--- src/rtl/bpf_pkg.sv ---
// ---------------------------------------------------------------------------
// bpf_pkg: shared types and constants of the bezier path flattener
// Datapath command codes, status bundle, segment kinds and register map.
// ---------------------------------------------------------------------------
`timescale 1ns / 1ps
`default_nettype none

package bpf_pkg;

   // default build values
   localparam int MAX_SEG_POINTS_DEF = 64;
   localparam int COORD_BITS_DEF     = 16;

   // configuration port
   localparam int CSR_ADDR_BITS = 5;
   localparam int CSR_DATA_BITS = 32;
   localparam logic [7:0] SPACING_RESET = 8'd8;

   // segment kinds
   typedef enum logic [1:0] {
      FUNC_START = 2'd0,
      FUNC_LINE  = 2'd1,
      FUNC_QUAD  = 2'd2,
      FUNC_CUBIC = 2'd3
   } func_type;

   // register indexes
   typedef enum logic [2:0] {
      REG_SPACING  = 3'd0,
      REG_CLIP_EN  = 3'd1,
      REG_CLIP_XLO = 3'd2,
      REG_CLIP_XHI = 3'd3,
      REG_CLIP_YLO = 3'd4,
      REG_CLIP_YHI = 3'd5,
      REG_RSVD6    = 3'd6,
      REG_RSVD7    = 3'd7
   } reg_index_type;

   // datapath operations
   typedef enum logic [3:0] {
      OP_NONE,
      OP_LOAD,
      OP_GEOM,
      OP_DIV,
      OP_MSET,
      OP_DEN1,
      OP_DEN2,
      OP_PTA,
      OP_PTB,
      OP_MAC,
      OP_PREP,
      OP_QBIT,
      OP_EMIT_PT,
      OP_EMIT_END,
      OP_FLUSH
   } op_type;

   typedef struct packed {
      op_type     op;
      logic [1:0] sel;   // control point index for geometry and mac steps
   } cmd_type;

   typedef struct packed {
      logic is_cubic;
      logic cull;
      logic div_done;
      logic pt_more;
      logic out_free;
   } status_type;

endpackage

`default_nettype wire

--- src/rtl/bpf_ctrl.sv ---
// ---------------------------------------------------------------------------
// bpf_ctrl: segment sequencer
// Steps the datapath through geometry, point count, weights, division
// and vertex emission, one segment at a time; lines only emit the end.
// ---------------------------------------------------------------------------
`timescale 1ns / 1ps
`default_nettype none

module bpf_ctrl #(
   parameter int COORD_BITS = bpf_pkg::COORD_BITS_DEF
) (
   input  wire logic                clock,
   input  wire logic                reset,
   input  wire logic                req_tvalid,
   output logic                     req_tready,
   input  wire logic [1:0]          req_func,
   input  wire bpf_pkg::status_type status,
   output bpf_pkg::cmd_type         cmd
);
   import bpf_pkg::*;

   localparam int JW = $clog2(COORD_BITS);

   typedef enum logic [3:0] {
      S_IDLE, S_GEOM, S_CULL, S_DIV, S_MSET, S_DEN1, S_DEN2, S_PTA,
      S_PTB, S_MAC, S_PREP, S_QBIT, S_EMPT, S_EMEND, S_FLUSH
   } state_type;

   state_type        state_ff;
   logic [1:0]       k_ff;
   logic [JW-1:0]    j_ff;

   assign req_tready = (state_ff == S_IDLE);

   // command decode
   always_comb begin
      cmd.op  = OP_NONE;
      cmd.sel = k_ff;
      unique case (state_ff)
         S_IDLE:  if (req_tvalid) cmd.op = OP_LOAD;
         S_GEOM:  cmd.op = OP_GEOM;
         S_CULL:  cmd.op = OP_NONE;
         S_DIV:   cmd.op = OP_DIV;
         S_MSET:  cmd.op = OP_MSET;
         S_DEN1:  cmd.op = OP_DEN1;
         S_DEN2:  cmd.op = OP_DEN2;
         S_PTA:   cmd.op = OP_PTA;
         S_PTB:   cmd.op = OP_PTB;
         S_MAC:   cmd.op = OP_MAC;
         S_PREP:  cmd.op = OP_PREP;
         S_QBIT:  cmd.op = OP_QBIT;
         S_EMPT:  if (status.out_free) cmd.op = OP_EMIT_PT;
         S_EMEND: if (status.out_free) cmd.op = OP_EMIT_END;
         S_FLUSH: if (status.out_free) cmd.op = OP_FLUSH;
         default: cmd.op = OP_NONE;
      endcase
   end

   // state and step counters
   always_ff @(posedge clock) begin
      if (reset) begin
         state_ff <= S_IDLE;
         k_ff     <= '0;
         j_ff     <= '0;
      end else begin
         unique case (state_ff)
            S_IDLE: if (req_tvalid) begin
               k_ff <= 2'd1;
               if (req_func == FUNC_START || req_func == FUNC_LINE) state_ff <= S_EMEND;
               else state_ff <= S_GEOM;
            end
            S_GEOM: begin
               if (k_ff == (status.is_cubic ? 2'd3 : 2'd2)) state_ff <= S_CULL;
               k_ff <= k_ff + 2'd1;
            end
            S_CULL:  state_ff <= status.cull ? S_EMEND : S_DIV;
            S_DIV:   if (status.div_done) state_ff <= S_MSET;
            S_MSET:  state_ff <= S_DEN1;
            S_DEN1:  state_ff <= S_DEN2;
            S_DEN2:  state_ff <= S_PTA;
            S_PTA:   state_ff <= S_PTB;
            S_PTB: begin
               k_ff     <= 2'd0;
               state_ff <= S_MAC;
            end
            S_MAC: begin
               k_ff <= k_ff + 2'd1;
               if (k_ff == 2'd3) state_ff <= S_PREP;
            end
            S_PREP: begin
               j_ff     <= JW'(COORD_BITS - 1);
               state_ff <= S_QBIT;
            end
            S_QBIT: begin
               j_ff <= j_ff - 1'b1;
               if (j_ff == '0) state_ff <= S_EMPT;
            end
            S_EMPT:  if (status.out_free) state_ff <= status.pt_more ? S_PTA : S_EMEND;
            S_EMEND: if (status.out_free) state_ff <= S_FLUSH;
            S_FLUSH: if (status.out_free) state_ff <= S_IDLE;
            default: state_ff <= S_IDLE;
         endcase
      end
   end

   // the division walks exactly one step per quotient bit
   assert property (@(posedge clock) disable iff (reset)
      (state_ff == S_PREP) |=> (state_ff == S_QBIT && j_ff == JW'(COORD_BITS - 1)))
      else $error("quotient bit count not loaded");

   // an item is only taken while idle
   assert property (@(posedge clock) disable iff (reset)
      (req_tvalid && req_tready) |=> (state_ff != S_IDLE))
      else $error("sequencer did not start on accepted word");

   // curve work is only entered for curve kinds
   assert property (@(posedge clock) disable iff (reset)
      (state_ff == S_IDLE && req_tvalid && req_func == FUNC_LINE) |=> (state_ff == S_EMEND))
      else $error("line segment entered curve path");

endmodule

`default_nettype wire

--- src/rtl/bpf_datapath.sv ---
// ---------------------------------------------------------------------------
// bpf_datapath: flattener arithmetic and output staging
// Segment registers, length and bounding box, point count, Bernstein
// weights, rounding divider, duplicate filter and result register.
// ---------------------------------------------------------------------------
`timescale 1ns / 1ps
`default_nettype none

module bpf_datapath #(
   parameter int MAX_SEG_POINTS = bpf_pkg::MAX_SEG_POINTS_DEF,
   parameter int COORD_BITS     = bpf_pkg::COORD_BITS_DEF
) (
   input  wire logic                         clock,
   input  wire logic                         reset,
   input  wire bpf_pkg::cmd_type             cmd,
   output bpf_pkg::status_type               status,
   input  wire logic [1:0]                   in_func,
   input  wire logic signed [COORD_BITS-1:0] in_c1x,
   input  wire logic signed [COORD_BITS-1:0] in_c1y,
   input  wire logic signed [COORD_BITS-1:0] in_c2x,
   input  wire logic signed [COORD_BITS-1:0] in_c2y,
   input  wire logic signed [COORD_BITS-1:0] in_ex,
   input  wire logic signed [COORD_BITS-1:0] in_ey,
   input  wire logic [7:0]                   cfg_spacing,
   input  wire logic                         cfg_clip_en,
   input  wire logic signed [COORD_BITS-1:0] cfg_xlo,
   input  wire logic signed [COORD_BITS-1:0] cfg_xhi,
   input  wire logic signed [COORD_BITS-1:0] cfg_ylo,
   input  wire logic signed [COORD_BITS-1:0] cfg_yhi,
   output logic                              out_valid,
   input  wire logic                         out_ready,
   output logic signed [COORD_BITS-1:0]      out_x,
   output logic signed [COORD_BITS-1:0]      out_y,
   output logic                              out_last
);
   import bpf_pkg::*;

   localparam int CB = COORD_BITS;
   localparam int IW = $clog2(MAX_SEG_POINTS);
   localparam int CW = $clog2(MAX_SEG_POINTS + 1);
   localparam int WW = 3 * IW;
   localparam int AW = WW + CB;
   localparam int NW = AW + 2;
   localparam int LW = CB + 3;

   typedef logic signed [CB-1:0] crd_type;

   // segment registers
   logic [1:0] func_ff;
   crd_type    p0x_ff, p0y_ff, p1x_ff, p1y_ff, p2x_ff, p2y_ff, ex_ff, ey_ff;
   crd_type    bx_lo_ff, bx_hi_ff, by_lo_ff, by_hi_ff;
   logic [LW-1:0] len_ff;
   logic [CW-1:0] q_ff;
   logic [IW-1:0] m_ff, i_ff;
   logic [2*IW-1:0] sq_ff, ss_ff, st_ff, tt_ff;
   logic [WW-1:0] den_ff;
   logic [WW-1:0] w_ff [4];
   logic [AW-1:0] accx_ff, accy_ff;
   logic [NW-1:0] rx_ff, ry_ff, dsh_ff;
   logic [CB-1:0] qx_ff, qy_ff;
   crd_type    pen_x_ff, pen_y_ff, pend_x_ff, pend_y_ff, out_x_ff, out_y_ff;
   logic       pen_valid_ff, pend_valid_ff, out_valid_ff, out_last_ff;

   logic       cubic;
   assign cubic = (func_ff == FUNC_CUBIC);

   // control point k of the current curve, quadratics use the end twice
   function automatic crd_type pt_x(input logic [1:0] k);
      crd_type r;
      unique case (k)
         2'd0: r = p0x_ff;
         2'd1: r = p1x_ff;
         2'd2: r = cubic ? p2x_ff : ex_ff;
         default: r = ex_ff;
      endcase
      return r;
   endfunction

   function automatic crd_type pt_y(input logic [1:0] k);
      crd_type r;
      unique case (k)
         2'd0: r = p0y_ff;
         2'd1: r = p1y_ff;
         2'd2: r = cubic ? p2y_ff : ey_ff;
         default: r = ey_ff;
      endcase
      return r;
   endfunction

   function automatic logic [CB-1:0] absdiff(input crd_type a, input crd_type b);
      logic signed [CB:0] d;
      d = {a[CB-1], a} - {b[CB-1], b};
      return d[CB] ? CB'(-d) : CB'(d);
   endfunction

   // geometry step terms
   crd_type cur_x, cur_y, prv_x, prv_y;
   logic [LW-1:0] len_add;
   assign cur_x = pt_x(cmd.sel);
   assign cur_y = pt_y(cmd.sel);
   assign prv_x = pt_x(cmd.sel - 2'd1);
   assign prv_y = pt_y(cmd.sel - 2'd1);
   assign len_add = LW'(absdiff(cur_x, prv_x)) + LW'(absdiff(cur_y, prv_y));

   // point count by repeated subtraction, saturating at the maximum
   logic div_done;
   assign div_done = (q_ff == CW'(MAX_SEG_POINTS)) || (len_ff < LW'(cfg_spacing));

   // weight terms, s = m - i and t = i
   logic [IW-1:0] s_v;
   assign s_v = m_ff - i_ff;

   // mac products on offset-binary coordinates
   crd_type mx, my;
   logic [CB-1:0] ux, uy;
   logic [AW-1:0] prodx, prody;
   assign mx = pt_x(cmd.sel);
   assign my = pt_y(cmd.sel);
   assign ux = {~mx[CB-1], mx[CB-2:0]};
   assign uy = {~my[CB-1], my[CB-2:0]};
   assign prodx = AW'(w_ff[cmd.sel]) * AW'(ux);
   assign prody = AW'(w_ff[cmd.sel]) * AW'(uy);

   // divider compare
   logic gex, gey;
   assign gex = (rx_ff >= dsh_ff);
   assign gey = (ry_ff >= dsh_ff);

   // emit candidate and duplicate filter
   crd_type cand_x, cand_y;
   logic    emit_go, emit_chk, emit_keep;
   always_comb begin
      cand_x   = ex_ff;
      cand_y   = ey_ff;
      emit_go  = 1'b0;
      emit_chk = 1'b1;
      if (cmd.op == OP_EMIT_PT) begin
         cand_x  = {~qx_ff[CB-1], qx_ff[CB-2:0]};
         cand_y  = {~qy_ff[CB-1], qy_ff[CB-2:0]};
         emit_go = 1'b1;
      end else if (cmd.op == OP_EMIT_END) begin
         emit_go  = 1'b1;
         emit_chk = (func_ff != FUNC_START);
      end
   end
   assign emit_keep = emit_go &&
      !(emit_chk && pen_valid_ff && cand_x == pen_x_ff && cand_y == pen_y_ff);

   // result register load
   logic out_load;
   assign out_load = (emit_keep || cmd.op == OP_FLUSH) && pend_valid_ff;

   // status to the sequencer
   logic [IW:0] i_next;
   assign i_next = {1'b0, i_ff} + 1'b1;
   assign status.is_cubic = cubic;
   assign status.cull = cfg_clip_en &&
      (bx_lo_ff > cfg_xhi || bx_hi_ff < cfg_xlo || by_lo_ff > cfg_yhi || by_hi_ff < cfg_ylo);
   assign status.div_done = div_done;
   assign status.pt_more  = (i_next < {1'b0, m_ff});
   assign status.out_free = !out_valid_ff || out_ready;

   // arithmetic registers
   always_ff @(posedge clock) begin
      unique case (cmd.op)
         OP_LOAD: begin
            func_ff  <= in_func;
            p0x_ff   <= pen_x_ff;
            p0y_ff   <= pen_y_ff;
            p1x_ff   <= in_c1x;
            p1y_ff   <= in_c1y;
            p2x_ff   <= in_c2x;
            p2y_ff   <= in_c2y;
            ex_ff    <= in_ex;
            ey_ff    <= in_ey;
            bx_lo_ff <= pen_x_ff;
            bx_hi_ff <= pen_x_ff;
            by_lo_ff <= pen_y_ff;
            by_hi_ff <= pen_y_ff;
            len_ff   <= '0;
            q_ff     <= '0;
         end
         OP_GEOM: begin
            len_ff <= len_ff + len_add;
            if (cur_x < bx_lo_ff) bx_lo_ff <= cur_x;
            if (cur_x > bx_hi_ff) bx_hi_ff <= cur_x;
            if (cur_y < by_lo_ff) by_lo_ff <= cur_y;
            if (cur_y > by_hi_ff) by_hi_ff <= cur_y;
         end
         OP_DIV: if (!div_done) begin
            len_ff <= len_ff - LW'(cfg_spacing);
            q_ff   <= q_ff + 1'b1;
         end
         OP_MSET: begin
            m_ff <= (q_ff < CW'(3)) ? IW'(2) : IW'(q_ff - 1'b1);
            i_ff <= IW'(1);
         end
         OP_DEN1: sq_ff <= (2*IW)'(m_ff) * (2*IW)'(m_ff);
         OP_DEN2: den_ff <= cubic ? WW'(sq_ff) * WW'(m_ff) : WW'(sq_ff);
         OP_PTA: begin
            ss_ff <= (2*IW)'(s_v) * (2*IW)'(s_v);
            st_ff <= (2*IW)'(s_v) * (2*IW)'(i_ff);
            tt_ff <= (2*IW)'(i_ff) * (2*IW)'(i_ff);
         end
         OP_PTB: begin
            if (cubic) begin
               w_ff[0] <= WW'(ss_ff) * WW'(s_v);
               w_ff[1] <= WW'(3) * (WW'(ss_ff) * WW'(i_ff));
               w_ff[2] <= WW'(3) * (WW'(st_ff) * WW'(i_ff));
               w_ff[3] <= WW'(tt_ff) * WW'(i_ff);
            end else begin
               w_ff[0] <= WW'(ss_ff);
               w_ff[1] <= WW'(st_ff) << 1;
               w_ff[2] <= WW'(tt_ff);
               w_ff[3] <= '0;
            end
         end
         OP_MAC: begin
            accx_ff <= (cmd.sel == 2'd0) ? prodx : accx_ff + prodx;
            accy_ff <= (cmd.sel == 2'd0) ? prody : accy_ff + prody;
         end
         OP_PREP: begin
            // floor((2 num + den) / (2 den)) by shift and subtract
            rx_ff  <= {accx_ff, 1'b0} + NW'(den_ff);
            ry_ff  <= {accy_ff, 1'b0} + NW'(den_ff);
            dsh_ff <= NW'(den_ff) << CB;
            qx_ff  <= '0;
            qy_ff  <= '0;
         end
         OP_QBIT: begin
            if (gex) rx_ff <= rx_ff - dsh_ff;
            if (gey) ry_ff <= ry_ff - dsh_ff;
            qx_ff  <= {qx_ff[CB-2:0], gex};
            qy_ff  <= {qy_ff[CB-2:0], gey};
            dsh_ff <= dsh_ff >> 1;
         end
         OP_EMIT_PT: i_ff <= i_next[IW-1:0];
         default: ;
      endcase
   end

   // pen, pending vertex and result register
   always_ff @(posedge clock) begin
      if (reset) begin
         pen_x_ff      <= '0;
         pen_y_ff      <= '0;
         pen_valid_ff  <= 1'b0;
         pend_valid_ff <= 1'b0;
         out_valid_ff  <= 1'b0;
      end else begin
         if (out_load) out_valid_ff <= 1'b1;
         else if (out_ready) out_valid_ff <= 1'b0;
         if (emit_keep) begin
            pen_x_ff      <= cand_x;
            pen_y_ff      <= cand_y;
            pen_valid_ff  <= 1'b1;
            pend_x_ff     <= cand_x;
            pend_y_ff     <= cand_y;
            pend_valid_ff <= 1'b1;
            if (pend_valid_ff) begin
               out_x_ff     <= pend_x_ff;
               out_y_ff     <= pend_y_ff;
               out_last_ff  <= 1'b0;
            end
         end else if (cmd.op == OP_FLUSH && pend_valid_ff) begin
            out_x_ff      <= pend_x_ff;
            out_y_ff      <= pend_y_ff;
            out_last_ff   <= 1'b1;
            pend_valid_ff <= 1'b0;
         end
      end
   end

   assign out_valid = out_valid_ff;
   assign out_x     = out_x_ff;
   assign out_y     = out_y_ff;
   assign out_last  = out_last_ff;

   // result register is only loaded when free
   assert property (@(posedge clock) disable iff (reset)
      ((emit_keep && pend_valid_ff) || (cmd.op == OP_FLUSH && pend_valid_ff))
      |-> (!out_valid_ff || out_ready))
      else $error("result overwritten");

   // a segment always ends with nothing held back
   assert property (@(posedge clock) disable iff (reset)
      (cmd.op == OP_FLUSH) |=> !pend_valid_ff)
      else $error("vertex held after flush");

   // once a vertex is kept the pen stays valid
   assert property (@(posedge clock) disable iff (reset)
      pen_valid_ff |=> pen_valid_ff)
      else $error("pen lost");

   // interior points stay inside the curve
   assert property (@(posedge clock) disable iff (reset)
      (cmd.op == OP_EMIT_PT) |-> (i_ff < m_ff && i_ff != '0))
      else $error("interior index out of range");

endmodule

`default_nettype wire

--- src/rtl/bezier_path_flattener_core.sv ---
// ---------------------------------------------------------------------------
// bezier_path_flattener_core: path segment to polyline vertex converter
// Register file, stream unpacking, sequencer and datapath.
// ---------------------------------------------------------------------------
// start and line segments: end vertex emission, then a flush that moves a kept end
//   vertex into the result register; both wait while the result register is full
// curves: geometry and bounding box, cull check, point count by subtraction,
//   setup, then per interior vertex weights, mac and a bit serial divider
// one segment is in work at a time; the next word is taken once the last
//   vertex of the current one sits in the result register
// synchronous active high reset: registers at defaults, pen at origin, no pen yet
`timescale 1ns / 1ps
`default_nettype none

module bezier_path_flattener_core #(
   parameter int MAX_SEG_POINTS = bpf_pkg::MAX_SEG_POINTS_DEF,
   parameter int COORD_BITS     = bpf_pkg::COORD_BITS_DEF,
   parameter int REQ_BITS       = ((2 + 6 * COORD_BITS + 7) / 8) * 8,
   parameter int RSP_BITS       = ((2 * COORD_BITS + 7) / 8) * 8
) (
   input  wire logic                               clock,
   input  wire logic                               reset,
   // func, ctrl1_x, ctrl1_y, ctrl2_x, ctrl2_y, end_x, end_y
   input  wire logic                               req_tvalid,
   output logic                                    req_tready,
   input  wire logic [REQ_BITS-1:0]                req_tdata,
   // point_x, point_y
   output logic                                    rsp_tvalid,
   input  wire logic                               rsp_tready,
   output logic [RSP_BITS-1:0]                     rsp_tdata,
   output logic                                    rsp_tlast,
   input  wire logic                               csr_psel,
   input  wire logic                               csr_penable,
   input  wire logic                               csr_pwrite,
   input  wire logic [bpf_pkg::CSR_ADDR_BITS-1:0]  csr_paddr,
   input  wire logic [bpf_pkg::CSR_DATA_BITS-1:0]  csr_pwdata,
   output logic [bpf_pkg::CSR_DATA_BITS-1:0]       csr_prdata,
   output logic                                    csr_pready
);
   import bpf_pkg::*;

   localparam int CB = COORD_BITS;

   // configuration registers
   logic [7:0]          spacing_ff;
   logic                clip_en_ff;
   logic signed [CB-1:0] xlo_ff, xhi_ff, ylo_ff, yhi_ff;
   reg_index_type       csr_idx;
   logic                csr_wr;

   assign csr_pready = 1'b1;
   assign csr_idx    = reg_index_type'(csr_paddr[CSR_ADDR_BITS-1:2]);
   assign csr_wr     = csr_psel && csr_penable && csr_pwrite;

   always_ff @(posedge clock) begin
      if (reset) begin
         spacing_ff <= SPACING_RESET;
         clip_en_ff <= 1'b0;
         xlo_ff     <= '0;
         xhi_ff     <= {1'b0, {(CB-1){1'b1}}};
         ylo_ff     <= '0;
         yhi_ff     <= {1'b0, {(CB-1){1'b1}}};
      end else if (csr_wr) begin
         unique case (csr_idx)
            REG_SPACING:  spacing_ff <= csr_pwdata[7:0];
            REG_CLIP_EN:  clip_en_ff <= csr_pwdata[0];
            REG_CLIP_XLO: xlo_ff     <= csr_pwdata[CB-1:0];
            REG_CLIP_XHI: xhi_ff     <= csr_pwdata[CB-1:0];
            REG_CLIP_YLO: ylo_ff     <= csr_pwdata[CB-1:0];
            REG_CLIP_YHI: yhi_ff     <= csr_pwdata[CB-1:0];
            default: ;
         endcase
      end
   end

   // register read back
   always_comb begin
      unique case (csr_idx)
         REG_SPACING:  csr_prdata = CSR_DATA_BITS'(spacing_ff);
         REG_CLIP_EN:  csr_prdata = CSR_DATA_BITS'(clip_en_ff);
         REG_CLIP_XLO: csr_prdata = CSR_DATA_BITS'(unsigned'(xlo_ff));
         REG_CLIP_XHI: csr_prdata = CSR_DATA_BITS'(unsigned'(xhi_ff));
         REG_CLIP_YLO: csr_prdata = CSR_DATA_BITS'(unsigned'(ylo_ff));
         REG_CLIP_YHI: csr_prdata = CSR_DATA_BITS'(unsigned'(yhi_ff));
         default:      csr_prdata = '0;
      endcase
   end

   // sequencer and datapath
   cmd_type    cmd;
   status_type status;
   logic signed [CB-1:0] pt_x, pt_y;

   bpf_ctrl #(
      .COORD_BITS (COORD_BITS)
   ) u_ctrl (
      .clock      (clock),
      .reset      (reset),
      .req_tvalid (req_tvalid),
      .req_tready (req_tready),
      .req_func   (req_tdata[1:0]),
      .status     (status),
      .cmd        (cmd)
   );

   bpf_datapath #(
      .MAX_SEG_POINTS (MAX_SEG_POINTS),
      .COORD_BITS     (COORD_BITS)
   ) u_datapath (
      .clock       (clock),
      .reset       (reset),
      .cmd         (cmd),
      .status      (status),
      .in_func     (req_tdata[1:0]),
      .in_c1x      (req_tdata[2 +: CB]),
      .in_c1y      (req_tdata[2 + CB +: CB]),
      .in_c2x      (req_tdata[2 + 2*CB +: CB]),
      .in_c2y      (req_tdata[2 + 3*CB +: CB]),
      .in_ex       (req_tdata[2 + 4*CB +: CB]),
      .in_ey       (req_tdata[2 + 5*CB +: CB]),
      .cfg_spacing (spacing_ff),
      .cfg_clip_en (clip_en_ff),
      .cfg_xlo     (xlo_ff),
      .cfg_xhi     (xhi_ff),
      .cfg_ylo     (ylo_ff),
      .cfg_yhi     (yhi_ff),
      .out_valid   (rsp_tvalid),
      .out_ready   (rsp_tready),
      .out_x       (pt_x),
      .out_y       (pt_y),
      .out_last    (rsp_tlast)
   );

   assign rsp_tdata = RSP_BITS'({pt_y, pt_x});

endmodule

`default_nettype wire
--- config.mk ---
export PLATFORM = sky130hd
export DESIGN_NAME = bezier_path_flattener_core
export DESIGN_NICKNAME = d
export VERILOG_FILES = /design/src/rtl/bpf_pkg.sv /design/src/rtl/bpf_ctrl.sv /design/src/rtl/bpf_datapath.sv /design/src/rtl/bezier_path_flattener_core.sv
export SDC_FILE = /design/constraint.sdc
export NUM_CORES = 2
export LEC_CHECK = 0
export BUFFER_PORTS_ARGS = -buffer_cell sky130_fd_sc_hd__buf_2
export CAP_MARGIN = 10
export CORE_ASPECT_RATIO = 0.8
export CORE_MARGIN = 2
export CORE_UTILIZATION = 30
export DETAILED_ROUTE_END_ITERATION = 10
export HOLD_SLACK_MARGIN = 0.15
export PLACE_DENSITY = 0.45
export SYNTH_ARGS = -nofsm -noshare
export SYNTH_HDL_FRONTEND = slang
export SYNTH_SLANG_ARGS = --single-unit
export TNS_END_PERCENT = 10
--- constraint.sdc ---
create_clock -name clock -period 26 [get_ports clock]
set_input_delay 5.2 -clock clock [delete_from_list [all_inputs] [get_ports clock]]
set_output_delay 5.2 -clock clock [all_outputs]
set_load 0.02 [all_outputs]
# Word-level counts from Yosys, hierarchy flattened
# Memories as Yosys holds them, arrays and structs flattened. A register that Yosys moved wholly into a read port is not among the register bits.
# Index checks and enable logic that the tools add are counted.
# totals
register_bits	689
ram_bits	72
in_bits	148
out_inout_bits	68
elab_cells	302
mem_count	1
# memory_table
memory	depth	word_bits	read_ports	rd_clocked_by_memory_dff	wr	line_no	source
u_datapath.w_ff	4	18	1	1	4	bpf_datapath.sv:57	logic [WW-1:0] w_ff [4];
# op_classes
add_sub_neg	20
mul	13
magnitude_cmp	13
n_eq_ne	60
mux	84
bitwise_logic	9
n_reduce_logical	53
# ops
op	count
$mux W16	16
$pmux W36 S2	3
$pmux W16 S2	6
$pmux W16 S3	4
$pmux W16 S6	1
$mul A12 B6 Y18	5
$add A35 B18 Y36	2
$ge A36 B36 Y1	2
$mux W18	4
$mux W36	2
$sub A36 B36 Y36	2
$add A34 B34 Y34	2
$mul A18 B16 Y34	2
$mux W34	2
$gt A16 B16 Y1	4
$lt A16 B16 Y1	4
$pmux W4 S15	1
$pmux W19 S3	1
$eq A4 B4 Y1 const B	14
$mux W4	14
$pmux W4 S14	1
$mul A6 B6 Y12	4
$mul A2 B18 Y18 const A	2
$sub A16 B16 Y17	2
50 further kinds	152

# Depth between registers and ports, before layout
# logic_depth
word_depth	15
mapped_depth	43
mapped_depth_nobuf	40

# Hierarchy
# Synthesis repeated with hierarchy kept, for this count alone.
# unflattened
hier_cells	8651
hier_area_um2	79677.7
# modules_own_cells
mod	n_inst	cells_each	area_each_um2	seq_area_each_um2
bpf_datapath	1	8144	75273.4	19678.9
bezier_path_flattener_core	1	403	3587.2	1461.4
bpf_ctrl	1	104	817.0	200.2

# Worst setup path after synthesis
# OpenSTA, ideal clock, no wires.
# synth_path
kind	input-to-output
from	input port csr_paddr[2] in the netlist's numbering
to	output port csr_prdata[5] in the netlist's numbering
arrival_time_ns	6.793
path_slack_ns	14.007
stages	5
path_buffers	3
cell_sequence	clkbuf_1 clkbuf_1 clkbuf_1 mux2i_1 o221ai_1
# synth_between
elab_chain_cells	2
# synth_lines
item	line_no	source
from (decl)	bezier_path_flattener_core.sv:35	input wire logic [bpf_pkg::CSR_ADDR_BITS-1:0] csr_paddr,
$eq A3 B3 Y1, or another cell as far along	bezier_path_flattener_core.sv:78	unique case (csr_idx)
$pmux W16 S6 *	bezier_path_flattener_core.sv:78	
to (decl)	bezier_path_flattener_core.sv:37	output logic [bpf_pkg::CSR_DATA_BITS-1:0] csr_prdata,
# Mark *: on every way between the ends. The rest lies on a longest branch, timed or not.

# Worst setup path in the final report
# layout_path
from	input port csr_paddr[2] in the netlist's numbering
to	output port csr_prdata[2] in the netlist's numbering
# Same word-level chain as after synthesis.

==> impl_metrics.py <==
metrics = {
    "outcome": {
        "run_status": "finished, final reports clean",
    },
    "logic_synthesis": {
        "synth_top_cell_area_share": 0.236,
        "post_synth_most_frequent_cells": "nand2_1, inv_1, ha_1, fa_1, nor2_1",
        "synth.distinct_cells": 84,
        "syn_inst": 8611,
        "yosys_most_used_dff": "edfxtp_1",
        "yosysMostFrequentCell": "nand2_1",
        "ys_warn_count": 0,
        "ys_ff_latch": 758,
        "netlist_top_cells_area": "edfxtp_1, fa_1, ha_1, nand2_1, inv_1",
        "postSynthAreaPerCell_um2": 9.17,
        "synth-seq-area-share": 0.271,
        "synth_async_sr_flop_share": 0,
        "synth_enable_flop_cells": 620,
        "synth_top_area_cell": "edfxtp_1",
        "netlist_area_um2": 79000,
    },
    "routing": {
        "routed_via_density": 5.10,
        "detailedRoute.firstIterationViolations": 5063,
        "iteration_count_of_the_initial_detailed_routing_pass": 6,
        "num_vias": 62505,
        "drt_wl_total_um": 265000,
        "post_drt_wl_per_cell_um": 21.6,
        "drt_drc_violations_left": 0,
        "postRouteAntennaNets": 0,
    },
    "die": {
        "initial_core_util": 0.301,
        "placementRows": 168,
        "core_um2": 262000,
        "die_height_um": 463,
        "die_width_um": 578,
        "die_area_um2": 267000,
        "floorplan.io_pins": 216,
    },
    "cells_and_area": {
        "layout-drive-gt1-share": 0.0692,
        "num-nets-final": 10359,
        "multi_input_area_um2": 52300,
        "filler_cell_count": 27219,
        "layout.area.seq_um2": 21400,
        "flow.area_growth_from_synthesis_pct": 10.5,
    },
    "cts": {
        "cts.sink_count": 758,
        "cts_repair_resize_count": 0,
        "clk_pin_slew_ns": 0.07,
        "ctsHtreeMaxLevel": 3,
        "insertion_delay_ns": 0.75,
        "clock_path_buffers": 3,
        "number_of_buffers_inserted_by_hold_repair_at_cts": 0,
        "post-cts-setup-buffers": 0,
        "cts_buffers": 88,
        "clk_root_buffer_cell": "clkbuf_16",
        "cts_tree": "yes",
    },
    "worst_setup_path": {
        "cp_data_required_time_ns": 20.80,
        "critPathMaxFanout": 34,
        "cp_common_cell": "buf_2",
        "cp-startpoint": "csr_paddr[2]",
        "endpoint": "csr_prdata[2]",
        "path_cells": "buf_2 -> and2_1 -> a22oi_1 -> o221ai_1 -> buf_2",
        "critPathMaxStageDelay_ns": 0.73,
        "worst_case_register_to_register_setup_slack_ns": 14.47,
        "setup.worst_path.class": "input port to output pin",
        "crit_reg_reg_startpoint": "u_ctrl.k_ff[0]",
        "worst_setup_path_start_kind": "input port",
        "arr_time_crit_path_ns": 7.04,
        "worstRegToRegCells": 39,
        "critical-path-slowest-cell": "buf_2",
        "timing.critical_path.to_type": "output pin",
        "rr_endpoint": "u_datapath.accy_ff[32]",
    },
    "timing": {
        "report.final.slew_viol_count": 0,
        "headroom_to_the_max_slew_limit": 0.0824,
        "worstMarginPinSlew_ns": 1.36,
        "fmax_mhz": 81.7,
        "rsz0062_at_grt": "false",
        "period_minus_slack_ns": 12.24,
        "final.setup_skew_ns": 0.0460,
        "finalHoldViolations": 0,
        "finalCritPeriodShare": 0.471,
        "final.setup.tns_ns": 0,
        "finalSetupViolations": 0,
    },
    "placed_design": {
        "place.detailed.hpwl_um": 205000,
        "placement.io_buffers": 174,
        "gp_routability_congestion": 0.893,
    },
    "global_route": {
        "grt_pass1_wl_um": 397000,
        "via_count_of_the_first_global_routing_pass": 62433,
        "grt_resource_usage_total": 0.196,
        "maximum_number_of_pins_on_one_net_before_global_route_repair": 86,
        "grt_overflow": 0,
        "grt_antenna_before_repair": 15,
    },
    "flow_run": {
        "reported_max_cap_violation_count": 0,
    },
    "min_path": {
        "hold_path.class": "flip-flop to flip-flop",
    },
}
==> through the flow <==
stage | hold WS (ns) | setup WS [ns] | cells | area [um2] | utilization
final | 0.412 | 13.76 | 12247 | 87200 | 0.333
after global routing | 0.429 | 13.60 | 12246 | 87200 | 0.333
after CTS | 0.416 | 13.79 | 12243 | 87200 | 0.333
after detailed placement | 0.405 | 13.78 | 12079 | 84100 | 0.321
after global placement | 0.408 | 13.79 | 12079 | 84100 | 0.321
after floorplan | 0.400 | 14.01 | 8637 | 79100 | -
==> state kept, by name, indices dropped and copies added, names as in the netlist, 18 cells and up, named ones only <==
| register | count |
|---|---|
| u_datapath.accx_ff | 34 |
| u_datapath.w_ff | 72 |
| u_datapath.dsh_ff | 34 |
| u_datapath.len_ff | 19 |
| u_datapath.ry_ff | 36 |
| u_datapath.den_ff | 18 |
| u_datapath.rx_ff | 36 |
| u_datapath.accy_ff | 34 |
==> layer usage <==
| metal | wire, um | vias up | global-route usage | part of all wire |
|---|---|---|---|---|
| met3 | 18100 | 296 | 0.0313 | 0.068 |
| met4 | 6260 | 2 | 0.0450 | 0.024 |
| met1 | 131000 | 31377 | 0.298 | 0.49 |
| li1 | - | 29048 | - | - |
| met5 | 13 | - | 0 | 0.000049 |
| met2 | 110000 | 1782 | 0.286 | 0.41 |
==> final cells by class <==
class	instances	share of cell area
Clock buffer	94	0.0261
Multi-Input combinational cell	6396	0.599
Inverter	1134	0.0489
Tap cell	3485	0.0500
Sequential cell	758	0.245
Antenna cell	2	0.0000574
Timing Repair Buffer	308	0.0216
Clock inverter	70	0.00902
==> critical path: cells and delay by family <==
family | cells | cell delay [ns]
buffers and inverters | 2 | 0.96
AO/OA/AOI/OAI | 2 | 0.45
AND/OR/NAND/NOR | 1 | 0.40
==> worst min path at each step <==
| stage | startpoint | to | cells after the start |
|---|---|---|---|
| after floorplan | u_datapath.pend_x_ff[0] | u_datapath.out_x[0] | 0 |
| after global placement | u_datapath.pend_x_ff[6] | u_datapath.out_x[6] | 0 |
| after detailed placement | u_datapath.pend_y_ff[6] | u_datapath.out_y[6] | 0 |
| after CTS | u_datapath.pend_x_ff[3] | u_datapath.out_x[3] | 0 |
| after global routing | u_datapath.pend_x_ff[3] | u_datapath.out_x[3] | 0 |
| final | u_datapath.pend_x_ff[3] | u_datapath.out_x[3] | 0 |
==> kinds of logic (layout without fill, tap and decap cells) <==
family	after synthesis	after routing	synth area share
AOI/OAI and AO/OA	1681	1681	0.133
xor gates and xnor gates	491	491	0.0546
adders and majority gates	1525	1525	0.307
buffers and inverters	1483	1606	0.0720
DFF	758	758	0.271
muxes	159	159	0.0221
other	2	30	0.0000951
and+or+nand+nor	2512	2512	0.140
==> placed cells by master, fill, tap and decap left out, types with 82 or more instances in the layout <==
cell type / count
xor2_1: 178
mux2i_1: 91
dfxtp_1: 136
o21ai_0: 403
xnor2_1: 309
nor2_1: 683
o21a_1: 92
a21oi_1: 478
nand2_1: 1134
nor2b_1: 82
edfxtp_1: 620
buf_2: 173
a21o_1: 163
inv_1: 1118
buf_4: 133
ha_1: 829
and2_1: 168
nor3_1: 88
clkbuf_16: 90
fa_1: 691
Power is left out: the tool's default activity adds up to more than one toggle a clock period on the data nets, which glitch-free logic cannot reach.
